$ cat src/design/lmrc_pkg.sv
// ----------------------------------------------------------------------------
// lmrc_pkg
// Types and constants shared by the lift motor ramp controller.
// ----------------------------------------------------------------------------
package lmrc_pkg;

  localparam int unsigned POS_W   = 32;
  localparam int unsigned SPEED_W = 16;
  localparam int unsigned CFG_W   = 16;
  localparam int unsigned CFG_IDX_W = 2;

  localparam logic [SPEED_W-1:0] STEP_INC    = 16'd5;
  localparam logic [SPEED_W-1:0] ACCEL_RESET = 16'd26;
  localparam logic [SPEED_W-1:0] SPEED_MAX   = 16'hFFFF;

  typedef enum logic [2:0] {
    MODE_STOP      = 3'd0,
    MODE_PAUSE     = 3'd1,
    MODE_RAMP_UP   = 3'd2,
    MODE_RAMP_DOWN = 3'd3,
    MODE_RUN_UP    = 3'd4,
    MODE_RUN_DOWN  = 3'd5,
    MODE_SLOW      = 3'd6
  } mode_t;

  typedef enum logic [1:0] {
    REQ_NONE = 2'd0,
    REQ_UP   = 2'd1,
    REQ_DOWN = 2'd2
  } req_t;

  typedef enum logic [CFG_IDX_W-1:0] {
    REG_RUN_SPEED    = 2'd0,
    REG_SLOW_SPEED   = 2'd1,
    REG_ACCEL_PERIOD = 2'd2
  } reg_idx_t;

  localparam logic DIR_UP   = 1'b0;
  localparam logic DIR_DOWN = 1'b1;

  typedef struct packed {
    logic [SPEED_W-1:0] cruise_speed;
    logic [SPEED_W-1:0] slow_speed;
    logic [SPEED_W-1:0] accel_period;
  } cfg_t;

  typedef struct packed {
    logic                    tick;
    logic [1:0]              request;
    logic                    up_clear;
    logic                    down_clear;
    logic                    slow_point;
    logic signed [POS_W-1:0] position;
  } in_item_t;

  typedef struct packed {
    logic               cmd_valid;
    logic               cmd_dir;
    logic [SPEED_W-1:0] cmd_speed;
    logic [2:0]         mode;
  } out_item_t;

  typedef struct packed {
    mode_t                   mode;
    logic [1:0]              pending;
    logic [SPEED_W-1:0]      ramp_speed;
    logic [SPEED_W-1:0]      elapsed;
    logic signed [POS_W-1:0] start_pos;
  } ctrl_state_t;

endpackage

$ cat src/design/lmrc_if.sv
// ----------------------------------------------------------------------------
// lmrc_if
// Valid/ready channels for input beats and result beats.
// ----------------------------------------------------------------------------
interface lmrc_in_if;
  logic               valid;
  logic               ready;
  logic               tick;
  logic [1:0]         request;
  logic               up_clear;
  logic               down_clear;
  logic               slow_point;
  logic signed [31:0] position;

  modport source (output valid, tick, request, up_clear, down_clear, slow_point,
                  position, input ready);
  modport sink (input valid, tick, request, up_clear, down_clear, slow_point,
                position, output ready);
endinterface

interface lmrc_out_if;
  logic        valid;
  logic        ready;
  logic        cmd_valid;
  logic        cmd_dir;
  logic [15:0] cmd_speed;
  logic [2:0]  mode;

  modport source (output valid, cmd_valid, cmd_dir, cmd_speed, mode, input ready);
  modport sink (input valid, cmd_valid, cmd_dir, cmd_speed, mode, output ready);
endinterface

$ cat src/design/lmrc_step.sv
// ----------------------------------------------------------------------------
// lmrc_step
// One sequencer evaluation: next controller state and the result beat.
// ----------------------------------------------------------------------------
module lmrc_step (
  input  lmrc_pkg::cfg_t        cfg,
  input  lmrc_pkg::ctrl_state_t st,
  input  lmrc_pkg::in_item_t    item,
  output lmrc_pkg::ctrl_state_t st_next,
  output lmrc_pkg::out_item_t   res
);
  import lmrc_pkg::*;

  logic signed [POS_W:0] travel;
  logic        [POS_W:0] travel_abs;
  logic                  over_travel;
  logic [SPEED_W-1:0]    elapsed_tk;
  logic                  step_due;
  logic [SPEED_W:0]      ramp_sum;
  logic [SPEED_W-1:0]    ramp_new;

  // exact |position - start| > start, start positive
  always_comb begin
    travel      = {item.position[POS_W-1], item.position}
                - {st.start_pos[POS_W-1], st.start_pos};
    travel_abs  = travel[POS_W] ? -travel : travel;
    over_travel = !st.start_pos[POS_W-1] && (st.start_pos != '0)
                  && (travel_abs > {1'b0, st.start_pos});
  end

  always_comb begin
    elapsed_tk = st.elapsed;
    if (item.tick && st.elapsed != SPEED_MAX) begin
      elapsed_tk = st.elapsed + 16'd1;
    end
    step_due = elapsed_tk >= cfg.accel_period;
    ramp_sum = {1'b0, st.ramp_speed} + {1'b0, STEP_INC};
    ramp_new = ramp_sum[SPEED_W] ? SPEED_MAX : ramp_sum[SPEED_W-1:0];
  end

  always_comb begin
    st_next = st;
    res     = '0;
    st_next.elapsed = elapsed_tk;
    if (item.request == REQ_UP || item.request == REQ_DOWN) begin
      st_next.pending = item.request;
    end
    case (st.mode)
      MODE_PAUSE: begin
        res.cmd_valid = 1'b1;
        st_next.mode  = MODE_STOP;
      end
      MODE_STOP: begin
        if (st_next.pending == REQ_UP) begin
          if (item.up_clear) begin
            st_next.elapsed    = '0;
            st_next.mode       = MODE_RAMP_UP;
            st_next.ramp_speed = '0;
          end
          st_next.start_pos = item.position;
          st_next.pending   = REQ_NONE;
        end else if (st_next.pending == REQ_DOWN) begin
          if (item.down_clear) begin
            st_next.elapsed    = '0;
            st_next.mode       = MODE_RAMP_DOWN;
            st_next.ramp_speed = '0;
          end
          st_next.start_pos = item.position;
          st_next.pending   = REQ_NONE;
        end
      end
      MODE_RAMP_UP, MODE_RAMP_DOWN: begin
        if (over_travel) begin
          st_next.mode = MODE_PAUSE;
        end
        if (step_due) begin
          st_next.ramp_speed = ramp_new;
          if (ramp_new >= cfg.cruise_speed) begin
            st_next.mode = (st.mode == MODE_RAMP_UP) ? MODE_RUN_UP : MODE_RUN_DOWN;
          end
          res.cmd_valid   = 1'b1;
          res.cmd_dir     = (st.mode == MODE_RAMP_UP) ? DIR_UP : DIR_DOWN;
          res.cmd_speed   = ramp_new;
          st_next.elapsed = '0;
        end
        if ((st.mode == MODE_RAMP_UP) ? !item.up_clear : !item.down_clear) begin
          res.cmd_valid = 1'b1;
          res.cmd_dir   = DIR_UP;
          res.cmd_speed = '0;
          st_next.mode  = MODE_STOP;
        end
      end
      MODE_RUN_UP: begin
        if (over_travel) begin
          st_next.mode = MODE_PAUSE;
        end
        if (!item.up_clear) begin
          res.cmd_valid = 1'b1;
          st_next.mode  = MODE_STOP;
        end
      end
      MODE_RUN_DOWN: begin
        if (over_travel) begin
          st_next.mode = MODE_PAUSE;
        end
        if (!item.down_clear) begin
          res.cmd_valid = 1'b1;
          st_next.mode  = MODE_STOP;
        end else if (!item.slow_point) begin
          st_next.mode  = MODE_SLOW;
          res.cmd_valid = 1'b1;
          res.cmd_dir   = DIR_DOWN;
          res.cmd_speed = cfg.slow_speed;
        end
      end
      MODE_SLOW: begin
        if (over_travel) begin
          st_next.mode = MODE_PAUSE;
        end
        if (!item.down_clear) begin
          res.cmd_valid = 1'b1;
          st_next.mode  = MODE_STOP;
        end
      end
      default: begin
      end
    endcase
    res.mode = st_next.mode;
  end

endmodule

$ cat src/design/lift_motor_ramp_controller.sv
// ----------------------------------------------------------------------------
// lift_motor_ramp_controller
// Lift motor sequencer: request latch, speed ramp, limit and travel checks.
// ----------------------------------------------------------------------------
// Usage:
//   item   : input beats (tick, request, clear inputs, slow point, position).
//   result : one beat per input beat (cmd_valid, cmd_dir, cmd_speed, mode).
//   cfg_we/cfg_index/cfg_data : register writes (0 run speed, 1 slow speed,
//   2 accel period); write only while no beat is in flight.
// An input beat is held in the input register, then passes through the
// sequencer logic into the result register.
// Throughput is one beat per cycle while result does not stall; the sequencer
// state updates once per beat, so beats follow back to back.
// When result stalls, the result register holds and the input register still
// takes one more beat; item.ready drops only when both are full.
// Reset (rst, synchronous) empties both registers, stops the motor state,
// clears the latched request and loads the register defaults.
// ----------------------------------------------------------------------------
module lift_motor_ramp_controller (
  input  logic                       clk,
  input  logic                       rst,
  lmrc_in_if.sink                    item,
  lmrc_out_if.source                 result,
  input  logic                       cfg_we,
  input  logic [lmrc_pkg::CFG_IDX_W-1:0] cfg_index,
  input  logic [lmrc_pkg::CFG_W-1:0] cfg_data
);
  import lmrc_pkg::*;

  cfg_t        cfg;
  ctrl_state_t st;
  ctrl_state_t st_next;
  in_item_t    in_data;
  in_item_t    in_beat;
  logic        in_valid;
  out_item_t   res;
  out_item_t   out_data;
  logic        out_valid;
  logic        out_free;
  logic        fire;

  assign in_beat.tick       = item.tick;
  assign in_beat.request    = item.request;
  assign in_beat.up_clear   = item.up_clear;
  assign in_beat.down_clear = item.down_clear;
  assign in_beat.slow_point = item.slow_point;
  assign in_beat.position   = item.position;

  assign out_free   = !out_valid || result.ready;
  assign fire       = in_valid && out_free;
  assign item.ready = !in_valid || out_free;

  always_ff @(posedge clk) begin
    if (rst) begin
      cfg.cruise_speed <= '0;
      cfg.slow_speed   <= '0;
      cfg.accel_period <= ACCEL_RESET;
    end else if (cfg_we) begin
      case (cfg_index)
        REG_RUN_SPEED:    cfg.cruise_speed <= cfg_data;
        REG_SLOW_SPEED:   cfg.slow_speed   <= cfg_data;
        REG_ACCEL_PERIOD: cfg.accel_period <= cfg_data;
        default: begin
        end
      endcase
    end
  end

  always_ff @(posedge clk) begin
    if (rst) begin
      in_valid <= 1'b0;
    end else if (item.valid && item.ready) begin
      in_valid <= 1'b1;
    end else if (out_free) begin
      in_valid <= 1'b0;
    end
  end

  always_ff @(posedge clk) begin
    if (item.valid && item.ready) begin
      in_data <= in_beat;
    end
  end

  lmrc_step u_step (
    .cfg     (cfg),
    .st      (st),
    .item    (in_data),
    .st_next (st_next),
    .res     (res)
  );

  always_ff @(posedge clk) begin
    if (rst) begin
      st.mode       <= MODE_STOP;
      st.pending    <= REQ_NONE;
      st.ramp_speed <= '0;
      st.elapsed    <= '0;
      st.start_pos  <= '0;
    end else if (fire) begin
      st <= st_next;
    end
  end

  always_ff @(posedge clk) begin
    if (rst) begin
      out_valid <= 1'b0;
    end else if (fire) begin
      out_valid <= 1'b1;
    end else if (result.ready) begin
      out_valid <= 1'b0;
    end
  end

  always_ff @(posedge clk) begin
    if (fire) begin
      out_data <= res;
    end
  end

  assign result.valid     = out_valid;
  assign result.cmd_valid = out_data.cmd_valid;
  assign result.cmd_dir   = out_data.cmd_dir;
  assign result.cmd_speed = out_data.cmd_speed;
  assign result.mode      = out_data.mode;

endmodule

$ cat src/flat_wrapper.sv
// flat-port wrapper written by rule: the top's interface ports become plain ports
module lift_motor_ramp_controller_flat import lmrc_pkg::*;
  (clk, rst, cfg_we, cfg_index, cfg_data, item_valid, item_tick, item_request, item_up_clear, item_down_clear, item_slow_point, item_position, item_ready, result_valid, result_cmd_valid, result_cmd_dir, result_cmd_speed, result_mode, result_ready);
  lmrc_in_if item_i ();
  lmrc_out_if result_i ();
  input  logic clk;
  input  logic rst;
  input  logic cfg_we;
  input  logic [lmrc_pkg::CFG_IDX_W-1:0] cfg_index;
  input  logic [lmrc_pkg::CFG_W-1:0] cfg_data;
  input wire logic [$bits(item_i.valid)-1:0] item_valid;
  input wire logic [$bits(item_i.tick)-1:0] item_tick;
  input wire logic [$bits(item_i.request)-1:0] item_request;
  input wire logic [$bits(item_i.up_clear)-1:0] item_up_clear;
  input wire logic [$bits(item_i.down_clear)-1:0] item_down_clear;
  input wire logic [$bits(item_i.slow_point)-1:0] item_slow_point;
  input wire logic [$bits(item_i.position)-1:0] item_position;
  output wire logic [$bits(item_i.ready)-1:0] item_ready;
  output wire logic [$bits(result_i.valid)-1:0] result_valid;
  output wire logic [$bits(result_i.cmd_valid)-1:0] result_cmd_valid;
  output wire logic [$bits(result_i.cmd_dir)-1:0] result_cmd_dir;
  output wire logic [$bits(result_i.cmd_speed)-1:0] result_cmd_speed;
  output wire logic [$bits(result_i.mode)-1:0] result_mode;
  input wire logic [$bits(result_i.ready)-1:0] result_ready;
  assign item_i.valid = item_valid;
  assign item_i.tick = item_tick;
  assign item_i.request = item_request;
  assign item_i.up_clear = item_up_clear;
  assign item_i.down_clear = item_down_clear;
  assign item_i.slow_point = item_slow_point;
  assign item_i.position = item_position;
  assign item_ready = item_i.ready;
  assign result_valid = result_i.valid;
  assign result_cmd_valid = result_i.cmd_valid;
  assign result_cmd_dir = result_i.cmd_dir;
  assign result_cmd_speed = result_i.cmd_speed;
  assign result_mode = result_i.mode;
  assign result_i.ready = result_ready;
  lift_motor_ramp_controller u_core (.clk(clk), .rst(rst), .item(item_i), .result(result_i), .cfg_we(cfg_we), .cfg_index(cfg_index), .cfg_data(cfg_data));
endmodule
$ cat config.mk
export PLATFORM = sky130hd
export DESIGN_NAME = lift_motor_ramp_controller_flat
export DESIGN_NICKNAME = d
export VERILOG_FILES = /design/src/design/lmrc_pkg.sv /design/src/design/lmrc_if.sv /design/src/design/lmrc_step.sv /design/src/design/lift_motor_ramp_controller.sv /design/src/flat_wrapper.sv
export SDC_FILE = /design/constraint.sdc
export NUM_CORES = 1
export LEC_CHECK = 0
export BUFFER_PORTS_ARGS = -buffer_cell sky130_fd_sc_hd__buf_2
export CORE_MARGIN = 2
export CORE_UTILIZATION = 30
export CTS_BUF_LIST = sky130_fd_sc_hd__clkbuf_8
export CTS_CLUSTER_SIZE = 16
export DETAILED_ROUTE_END_ITERATION = 10
export PLACE_DENSITY_LB_ADDON = 0.2
export SLEW_MARGIN = 20
export SYNTH_ARGS = -nofsm -noshare
export SYNTH_HDL_FRONTEND = slang
export SYNTH_SLANG_ARGS = --single-unit
$ cat constraint.sdc
create_clock -name clk -period 9.05 [get_ports clk]
set_clock_uncertainty 0.15 [all_clocks]
set_input_delay 1.81 -clock clk [delete_from_list [all_inputs] [get_ports clk]]
set_output_delay 1.81 -clock clk [all_outputs]
set_load 0.1 [all_outputs]
==> qor.csv, run 1 <==
stage,metric,value,unit
floorplanning,io_pins,84,
synth,yosysSeqAreaShare,35.1,%
synth,synthCells,1447,
setup_path,end_kind,flip-flop,
setup_path,rr_startpoint,u_core.in_data[0],
clocking,cts_setup_buffers,0,
drt,drc,0,
synth,synth_edf_count,59,
timing,period_share,66.3,%
clocking,cts_buffers,17,
clocking,holdBufCountCts,0,
setup_path,crit_fanout,5,
drt,post_drt_wl_per_cell,17.1,um
drt,viasPerCell,5.21,
global_routing,grt-ovfl-total,0,
timing,slew_headroom,30.5,%
synth,yosys.area.top_type,dfxtp_1,
floorplanning,core,38800,sq um
setup_path,cp.depth,23,
hold_path,hold_path_depth,2,
power_and_ir_drop,power,0.00193,W
flow_run,cap_violations,0,
clocking,clock_latency,0.50,ns
synth,yosysUniqueCellTypes,86,
layout,nets,1656,
power_and_ir_drop,pwr_density_cell,146,nW/um^2
setup_path,r2r_cells,23,
global_routing,grt_pass1_wl,55.0,mm
place,hpwl,25.8,mm
setup_path,crit_path_top_delay_cell,a311oi_1,
synth,synth_area,11800,sq um
clocking,cts_tree,yes,
power_and_ir_drop,p_leak,4.95,nW
synth,yosys_register_bits,178,
synth,synth_nets,1611,
drt,drtAntennaViolNets,0,
synth,avgSynthCellArea,8.18,sq um
setup_path,path_delay_family,compound AO/OA/AOI/OAI gates,
setup_path,start_kind,flip-flop,
place,gp_congestion,0.927,
setup_path,arrival,6.10,ns
setup_path,cp_num_buf_inv,1,
power_and_ir_drop,peakVddDrop,0.000117,V
synth,ys_top_cells_by_area,"dfxtp_1 20%, edfxtp_1 15%, ha_1 11%",
floorplanning,initial_core_util,30.5,%
clocking,htree_levels,4,
clocking,cts_buffer_depth,2,
setup_path,cp-endpoint,u_core.result.mode[0],
setup_path,rrSetupSlack,3.05,ns
drt,totalWireLength,34.7,mm
timing,final_hold_viol_count,0,
timing,rsz0062_at_grt,no,
setup_path,cpPeakStageDelay,0.60,ns
layout,areaGrowthSynthToFinish,11.3,%
setup_path,cp-startpoint,u_core.in_data[0],
synth,yosysTopAreaCellShare,20.1,%
timing,fmax,167,MHz
synth,ys_warn_count,0,
global_routing,first_global_vias,10300,
timing,setup_viol,0,
drt,vias,10600,
setup_path,r2r_end,u_core.result.mode[0],
synth,async_reset_ff_share,0,%
clocking,clock_sinks,178,
setup_path,required,9.15,ns
global_routing,grt_use_total,16.9,%
drt,firstDrtPassIters,5,
timing,finalCriticalPeriod,6.00,ns
floorplanning,die-height,203,um
layout,final_common_cell,nand2_1,
clocking,clkTransAtPathRegs,0.12,ns
floorplanning,row_count,72,
clocking,ctsResizeCount,0,
floorplanning,dieArea,41100,sq um
setup_path,crit_chain,inv_1 > ha_1 > fa_1 > nand2b_2 > a21oi_1 > o21ai_0 > nor4b_1 > a311oi_1 > or2_2 > nor3_1 > a31o_2 > xnor2_1 > ha_1 > a21o_1 > a21o_1 > a21oi_1 > o221ai_1 > a221oi_1 > o41ai_1 > and3_1 > a41oi_2 > nor3b_1 > nor2_1,
floorplanning,die_w,203,um
place,numPortBuffers,83,
layout,drive_above_1_share,10.5,%
timing,worst_pin_slew,1.04,ns
global_routing,antenna_found_initial,5,
global_routing,grt_max_degree,85,
timing,final-max-slew-violation-count,0,
clocking,cts_root_buffer,clkbuf_8,
hold_path,hp-class,reg -> reg,
run_status,status,"complete, no violations",
setup_path,critical_path_class,reg -> reg,
layout,layout_common_cells,"216 x nand2_1, 170 x a21oi_1, 119 x dfxtp_1, 102 x ha_1, 95 x nor2_1",
drt,drtIter0Drc,636,
synth,synth-main-ff-cell,dfxtp_1,
timing,fin_setup_tns,0,ns
-- Yosys cell counts (5+ instances only) --
library cell and n:
edfxtp_1 59, nor3b_1 6, mux2i_1 7, o211ai_1 7
o21a_1 15, clkbuf_1 64, a21o_1 32, nor3_1 22
and3_1 9, xnor2_1 43, o21ai_1 6, nor4_1 17
or3_1 12, nor2b_1 11, and2_1 16, nand2b_1 20
or2_2 6, a211oi_1 9, a41oi_1 5, a22o_1 14
ha_1 102, inv_1 85, nor2_1 95, nand2_1 216
o21ai_0 59, xor2_1 24, nand4_1 31, a31oi_1 5
a21oi_1 170, nand3b_1 9, nand3_1 60, dfxtp_1 119
-- logic make-up after synthesis --
family / share of synthesized area (%)
AND/OR/NAND/NOR: 22.5
AO/OA/AOI/OAI: 20.7
flip-flops: 35.1
buffers and inverters: 4.90
adder cells (fa/ha/maj): 11.0
XOR/XNOR: 5.09
multiplexers: 0.687
-- power breakdown --
group / switching [W] / internal [W]
registers: 0.0000200 / 0.000851
clock network: 0.000352 / 0.000254
logic: 0.000285 / 0.000167
total: 0.000657 / 0.00127
-- worst min-delay path, cell delays in order, from the launching register on --
cell,delay [ns]
dfxtp_1,0.32
nand2_1,0.05
a21oi_1,0.05
-- sequential cells by signal (all words and copies together) (netlist names) --
signal	count
u_core.cfg	48
u_core.in_data	38
u_core.in_valid	1
u_core.result.cmd_dir	1
u_core.result.cmd_speed	16
u_core.result.cmd_valid	1
u_core.result.mode	3
u_core.result.valid	1
u_core.st	69
-- per-layer routing --
| metal | GRT usage (%) | part of all wire (%) |
|---|---|---|
| met1 | 21.2 | 45 |
| met3 | 3.08 | 3.8 |
| met4 | 5.84 | 2.5 |
| met2 | 29.0 | 49 |
| met5 | 0 | 0.075 |
-- through the flow --
stage          cell area [sq um]  setup slack, ns  hold WS, ns  std cells  utilization, %
3_5_place_dp               12800             3.10        0.294       1991            32.8
3_3_place_gp               12800             3.22        0.294       1991            32.8
2_1_floorplan              11800             3.65        0.282       1447               -
6_report                   13200             3.05        0.306       2026            33.9
5_1_grt                    13200             2.68        0.324       2024            33.9
4_1_cts                    13200             3.08        0.310       2023            33.9
-- area by class of cell --
class | count | area (sq um)
Fill cell | 4075 | 25700
Multi-Input combinational cell | 1115 | 7120
Sequential cell | 178 | 4150
Tap cell | 518 | 648
Timing Repair Buffer | 95 | 508
Inverter | 85 | 319
Clock buffer | 17 | 234
Clock inverter | 15 | 180
Antenna cell | 3 | 7.51
-- worst min-delay path by stage --
stage / slack, ns / end / from
after CTS: 0.31 / u_core.cfg[45] / u_core.cfg[45]
after floorplan: 0.28 / u_core.st[64] / u_core.st[64]
after global placement: 0.29 / u_core.cfg[36] / u_core.cfg[36]
final: 0.31 / u_core.st[64] / u_core.st[64]
after detailed placement: 0.29 / u_core.st[64] / u_core.st[64]
after global routing: 0.32 / u_core.cfg[45] / u_core.cfg[45]
Note: power is estimated with default switching activity, not from simulation.
==> inputs of run 2 (changes only) <==
clock period = 4.8 ns   (was 9.05 ns; I/O delays follow)
==> qor.csv, run 2 (synthesized netlist as in run 1, its figures left out) <==
stage,metric,value,unit
run_status,status,"finished, violations left",
run_status,violations,setup timing,
floorplanning,dieArea,41100,sq um
place,placed_area,14800,sq um
setup_path,r2r_cells,23,
place,gp_congestion,0.845,
power_and_ir_drop,peakVddDrop,0.000166,V
drt,viasPerCell,4.96,
floorplanning,io_pins,84,
setup_path,rrSetupSlack,-0.69,ns
drt,totalWireLength,37.7,mm
global_routing,grt-ovfl-total,0,
timing,slew_headroom,38.4,%
floorplanning,die-height,203,um
layout,areaGrowthSynthToFinish,31.2,%
clocking,cts_buffers,17,
setup_path,crit_chain,inv_2 > ha_4 > fa_2 > nand2b_4 > a21boi_2 > o21ai_2 > a221o_1 > nand4bb_4 > or4b_4 > nor4_4 > buf_4 > a21oi_1 > xnor2_1 > ha_1 > nand4_1 > or2_4 > o221ai_2 > a221oi_2 > o41ai_2 > and3_1 > a41oi_2 > nor3b_4 > nor2_1,
timing,period_share,114,%
setup_path,cpPeakStageDelay,0.53,ns
setup_path,r2r_end,u_core.result.mode[0],
global_routing,first_global_vias,11400,
timing,final_hold_viol_count,0,
global_routing,grt_max_degree,51,
timing,setup_viol,6,
timing,worst_pin_slew,0.924,ns
clocking,clock_latency,0.50,ns
timing,setup_slack,-0.694,ns
power_and_ir_drop,comb_power_share,29.5,%
timing,finalCriticalPeriod,5.49,ns
layout,top_regs,"u_core.st: 69 flops, u_core.cfg: 48 flops, u_core.in_data: 38 flops",
setup_path,rr_startpoint,u_core.in_data[0],
timing,fin_setup_tns,-3.67,ns
floorplanning,core,38800,sq um
drt,drtAntennaViolNets,0,
setup_path,critical_path_class,reg -> reg,
drt,vias,11400,
hold_path,min_to,u_core.cfg[38],
power_and_ir_drop,p_leak,6.33,nW
power_and_ir_drop,switching_share,34.7,%
timing,rsz0062_at_grt,yes,
global_routing,grt_use_total,18.4,%
flow_run,cap_violations,0,
floorplanning,die_w,203,um
setup_path,crit_fanout,3,
timing,fmax,182,MHz
layout,fillerInstances,3989,
clocking,holdBufCountCts,0,
layout,stdcell_area,15500,sq um
drt,post_drt_wl_per_cell,16.4,um
setup_path,end_kind,flip-flop,
hold_path,hp-class,reg -> reg,
power_and_ir_drop,switchingPower,0.00133,W
power_and_ir_drop,internal_power,0.00251,W
hold_path,worstHoldStart,u_core.cfg[38],
layout,layout_common_cells,"283 x buf_4, 215 x nand2_1, 161 x a21oi_1, 119 x dfxtp_1, 98 x ha_1",
setup_path,arrival,5.59,ns
drt,drtIter0Drc,622,
clocking,clkTransAtPathRegs,0.11,ns
drt,drc,0,
global_routing,grt-busiest-layer,met2,
layout,largest_reg_flops,69,
global_routing,grt_pass1_wl,59.8,mm
clocking,cts_tree,yes,
power_and_ir_drop,pwr_density_cell,247,nW/um^2
global_routing,grt_util_met2,32.3,%
setup_path,required,4.89,ns
place,numPortBuffers,83,
hold_path,hold_path_depth,2,
layout,nets,1930,
clocking,cts_buffer_depth,2,
setup_path,crit_path_top_delay_cell,or4b_4,
layout,largest_register,u_core.st,
floorplanning,row_count,72,
timing,final-max-slew-violation-count,0,
floorplanning,initial_core_util,30.5,%
setup_path,start_kind,flip-flop,
global_routing,antenna_found_initial,4,
clocking,cts_root_buffer,clkbuf_8,
power_and_ir_drop,clkPwrFrac,27.8,%
global_routing,grtUsageMet3,2.87,%
global_routing,grtUsageMet1,23.4,%
drt,firstDrtPassIters,5,
layout,multi_input_area,7410,sq um
layout,final_common_cell,buf_4,
power_and_ir_drop,p_seq_share,42.8,%
layout,drive_above_1_share,26.9,%
clocking,clock_sinks,178,
place,pre_cts_ws,-0.843,ns
place,hpwl,28.9,mm
layout,seqCellArea,4150,sq um
timing,whs,0.312,ns
clocking,htree_levels,4,
run 2: what timing repair did:
| item | CTS | global route |
|---|---|---|
| pin swaps | 24 | 18 |
| endpoints found under the setup margin | 6 | 19 |
| setup buffers | 5 | 6 |
| gates resized for setup | 25 | 26 |
run 2: worst max path at each step:
stage / startpoint / endpoint / slack, ns / cells past startpoint
finish: u_core.in_data[0] / u_core.result.mode[0] / -0.69 / 23
detailed placement: u_core.in_data[0] / u_core.result.mode[0] / -0.84 / 23
global placement: u_core.in_data[6] / u_core.result.mode[0] / -0.75 / 22
CTS: u_core.in_data[0] / u_core.result.mode[0] / -0.59 / 22
floorplan: u_core.in_data[0] / u_core.result.mode[0] / -0.51 / 23
global route: u_core.in_data[0] / u_core.result.mode[0] / -0.96 / 23
run 2: critical path, delay by kind of cell, from the launching register on:
kind | cells | cell delay [ns]
flops | 1 | 0.38
simple gates | 9 | 2.04
compound gates | 8 | 1.46
fa+ha+maj | 3 | 0.84
xor+xnor | 1 | 0.13
buf+inv | 2 | 0.24
run 2: cell type report:
| type | count | share of cell area [%] |
|---|---|---|
| timing repair buffer | 369 | 16.7 |
| clock buffer | 17 | 1.51 |
| antenna | 2 | 0.0322 |
| clock inverter | 15 | 1.09 |
| inverter | 85 | 2.05 |
| multi-input combinational | 1115 | 47.7 |
| tap | 518 | 4.17 |
| sequential | 178 | 26.7 |
run 2: metal layers:
| metal | share of wire, % | vias up |
|---|---|---|
| met5 | 0.069 | - |
| met4 | 1.6 | 4 |
| met3 | 2.9 | 29 |
| met2 | 49 | 164 |
| met1 | 46 | 5391 |
| li1 | - | 5807 |
run 2: power groups by stage:
stage / clock network, W / logic, W / registers (W)
floorplan: 0 / 0.000591 / 0.00171
global placement: 0 / 0.00105 / 0.00167
detailed placement: 0 / 0.00106 / 0.00168
CTS: 0.00111 / 0.00110 / 0.00164
global route: 0.00117 / 0.00125 / 0.00165
finish: 0.00107 / 0.00113 / 0.00164
run 2: metrics by stage:
step,std cells,util [%],total power [W]
2_1_floorplan,1447,-,0.00230
3_3_place_gp,2254,38.1,0.00272
3_5_place_dp,2254,38.1,0.00273
4_1_cts,2291,39.6,0.00386
5_1_grt,2297,40.0,0.00406
6_report,2299,40.0,0.00384
==> inputs of run 3 (changes only) <==
ABC_CLOCK_PERIOD_IN_PS = 4800   (was not set)
CORE_UTILIZATION = 57   (was 30)
GPL_TIMING_DRIVEN = 0   (was not set)
==> qor.csv, run 3 (synthesized netlist as in run 1, its figures left out) <==
stage,metric,value,unit
power_and_ir_drop,switchingPower,0.00124,W
setup_path,cp-endpoint,u_core.result.mode[0],
layout,largest_reg_flops,69,
setup_path,required,4.84,ns
timing,period_share,118,%
layout,n_antenna_cell,0,
floorplanning,io_pins,84,
layout,final_util,68.0,%
power_and_ir_drop,p_leak,5.32,nW
drt,drc,0,
power_and_ir_drop,power,0.00378,W
clocking,cts_tree,yes,
run_status,status,"finished, violations left",
timing,slew_headroom,42.2,%
clocking,cts_buffer_depth,2,
drt,post_drt_wl_per_cell,18.1,um
layout,largest_register,u_core.st,
setup_path,start_kind,flip-flop,
setup_path,rrSetupSlack,-0.85,ns
global_routing,grt-ovfl-total,0,
floorplanning,dieArea,21900,sq um
global_routing,antenna_found_initial,0,
global_routing,grt_max_degree,30,
setup_path,end_kind,flip-flop,
drt,vias,11300,
layout,drive_above_1_share,15.7,%
place,numPortBuffers,82,
layout,top_regs,"u_core.st: 69 flops, u_core.cfg: 48 flops, u_core.in_data: 38 flops",
global_routing,grt_pass1_wl,52.5,mm
layout,areaGrowthSynthToFinish,16.5,%
clocking,cts_root_buffer,clkbuf_8,
power_and_ir_drop,switching_share,32.9,%
setup_path,crit_chain,inv_2 > ha_4 > fa_2 > nand2b_4 > a211oi_4 > o21ai_4 > a21boi_2 > o22ai_1 > or4b_4 > nor4_4 > buf_4 > a21oi_2 > xor2_1 > ha_1 > a21o_1 > a21o_1 > a21oi_2 > o221ai_2 > a221oi_2 > o41ai_1 > and3_1 > a41oi_4 > nor3b_4 > nor2_1,
power_and_ir_drop,comb_power_share,26.1,%
power_and_ir_drop,p_seq_share,43.4,%
setup_path,crit_path_top_delay_cell,or4b_4,
power_and_ir_drop,clkPwrFrac,30.5,%
setup_path,rr_startpoint,u_core.in_data[0],
layout,final_common_cell,nand2_1,
place,placed_area,12700,sq um
setup_path,critical_path_class,reg -> reg,
setup_path,cpPeakStageDelay,0.59,ns
floorplanning,row_count,52,
place,hpwl,24.9,mm
setup_path,r2r_end,u_core.result.mode[0],
timing,fmax,177,MHz
layout,layout_common_cells,"215 x nand2_1, 161 x a21oi_1, 116 x dfxtp_1, 97 x ha_1, 90 x nor2_1",
floorplanning,core,20300,sq um
flow_run,cap_violations,0,
layout,stdcell_area,13800,sq um
power_and_ir_drop,pwr_density_cell,274,nW/um^2
setup_path,arrival,5.69,ns
global_routing,grt_use_total,29.9,%
drt,viasPerCell,6.10,
floorplanning,die_w,148,um
hold_path,hp-class,reg -> reg,
run_status,violations,setup timing,
clocking,clock_latency,0.46,ns
layout,nets,1742,
timing,final_hold_viol_count,0,
timing,setup_slack,-0.850,ns
timing,worst_pin_slew,0.864,ns
place,gp_congestion,0.938,
floorplanning,initial_core_util,58.3,%
power_and_ir_drop,peakVddDrop,0.000251,V
setup_path,r2r_cells,24,
drt,drtIter0Drc,782,
floorplanning,die-height,148,um
power_and_ir_drop,internal_power,0.00254,W
drt,totalWireLength,33.6,mm
timing,finalCriticalPeriod,5.65,ns
global_routing,first_global_vias,10600,
timing,rsz0062_at_grt,yes,
setup_path,crit_fanout,4,
clocking,cts_buffers,17,
drt,firstDrtPassIters,6,
timing,final-max-slew-violation-count,0,
clocking,htree_levels,4,
clocking,clock_sinks,178,
clocking,clkTransAtPathRegs,0.10,ns
timing,setup_viol,6,
setup_path,cp-startpoint,u_core.in_data[0],
drt,drtAntennaViolNets,0,
run 3: cell count changes in the layout (fill, tap and decap cells not counted), moves of 3 or more:
cell	previous run	this run
buf_1	0	3
nor3_4	0	3
bufinv_16	0	3
clkinv_8	5	2
a211oi_1	7	4
dfxtp_1	119	116
clkbuf_1	0	53
dfxtp_2	0	3
clkbuf_2	0	4
buf_4	283	33
run 3: per-layer routing:
metal | track usage [%] | wire length [um] | vias to the layer above
met2 | 50.9 | 16200 | 462
met1 | 38.1 | 13800 | 5341
met4 | 13.0 | 1470 | 0
met5 | 0 | 0 | -
met3 | 4.33 | 2130 | 105
li1 | - | - | 5438
run 3: metrics by stage:
stage | setup WS, ns | setup TNS (ns) | cells | hold WS, ns
final | -0.850 | -4.81 | 1861 | 0.311
after global routing | -1.04 | -5.95 | 1861 | 0.328
after CTS | -0.743 | -3.81 | 1851 | 0.311
after detailed placement | -1.38 | -19.64 | 1802 | 0.297
after global placement | -1.35 | -16.53 | 1799 | 0.294
after floorplan | -0.512 | -2.15 | 1447 | 0.282
run 3: worst min-delay path by stage:
stage	cells past startpoint	slack (ns)	from	end
floorplan	2	0.28	u_core.st[64]	u_core.st[64]
global placement	2	0.29	u_core.cfg[45]	u_core.cfg[45]
detailed placement	2	0.30	u_core.cfg[36]	u_core.cfg[36]
CTS	2	0.31	u_core.cfg[8]	u_core.cfg[8]
global route	2	0.33	u_core.cfg[24]	u_core.cfg[24]
finish	2	0.31	u_core.cfg[6]	u_core.cfg[6]
run 3: layout make-up:
class | count | area [sq um]
Multi-Input combinational cell | 1115 | 7570
Fill cell | 1687 | 6500
Sequential cell | 178 | 4160
Timing Repair Buffer | 115 | 691
Tap cell | 270 | 338
Inverter | 85 | 319
Buffer | 66 | 278
Clock buffer | 18 | 248
Clock inverter | 14 | 195
run 3: worst max-delay path, delay by kind of cell (launching register included):
family / cells / cell delay [ns]
buffers and inverters: 2 / 0.23
DFF: 1 / 0.39
xor gates and xnor gates: 1 / 0.14
adders and majority gates: 3 / 0.83
and+or+nand+nor: 6 / 1.55
AOI/OAI and AO/OA: 12 / 2.08
run 3: timing repair:
item,4_1_cts,5_1_grt
hold buffers,0,0
endpoints found under the setup margin,49,54
pin swaps,24,13
resized for setup,63,35
endpoints found under the hold margin,0,0
gates cloned,0,0
buffers inserted,18,12
run 3: power groups by stage:
stage | logic, W | registers, W | clock network [W]
2_1_floorplan | 0.000591 | 0.00171 | 0
3_3_place_gp | 0.000824 | 0.00167 | 0
3_5_place_dp | 0.000852 | 0.00167 | 0
4_1_cts | 0.000933 | 0.00164 | 0.00117
5_1_grt | 0.00108 | 0.00165 | 0.00123
6_report | 0.000987 | 0.00164 | 0.00115
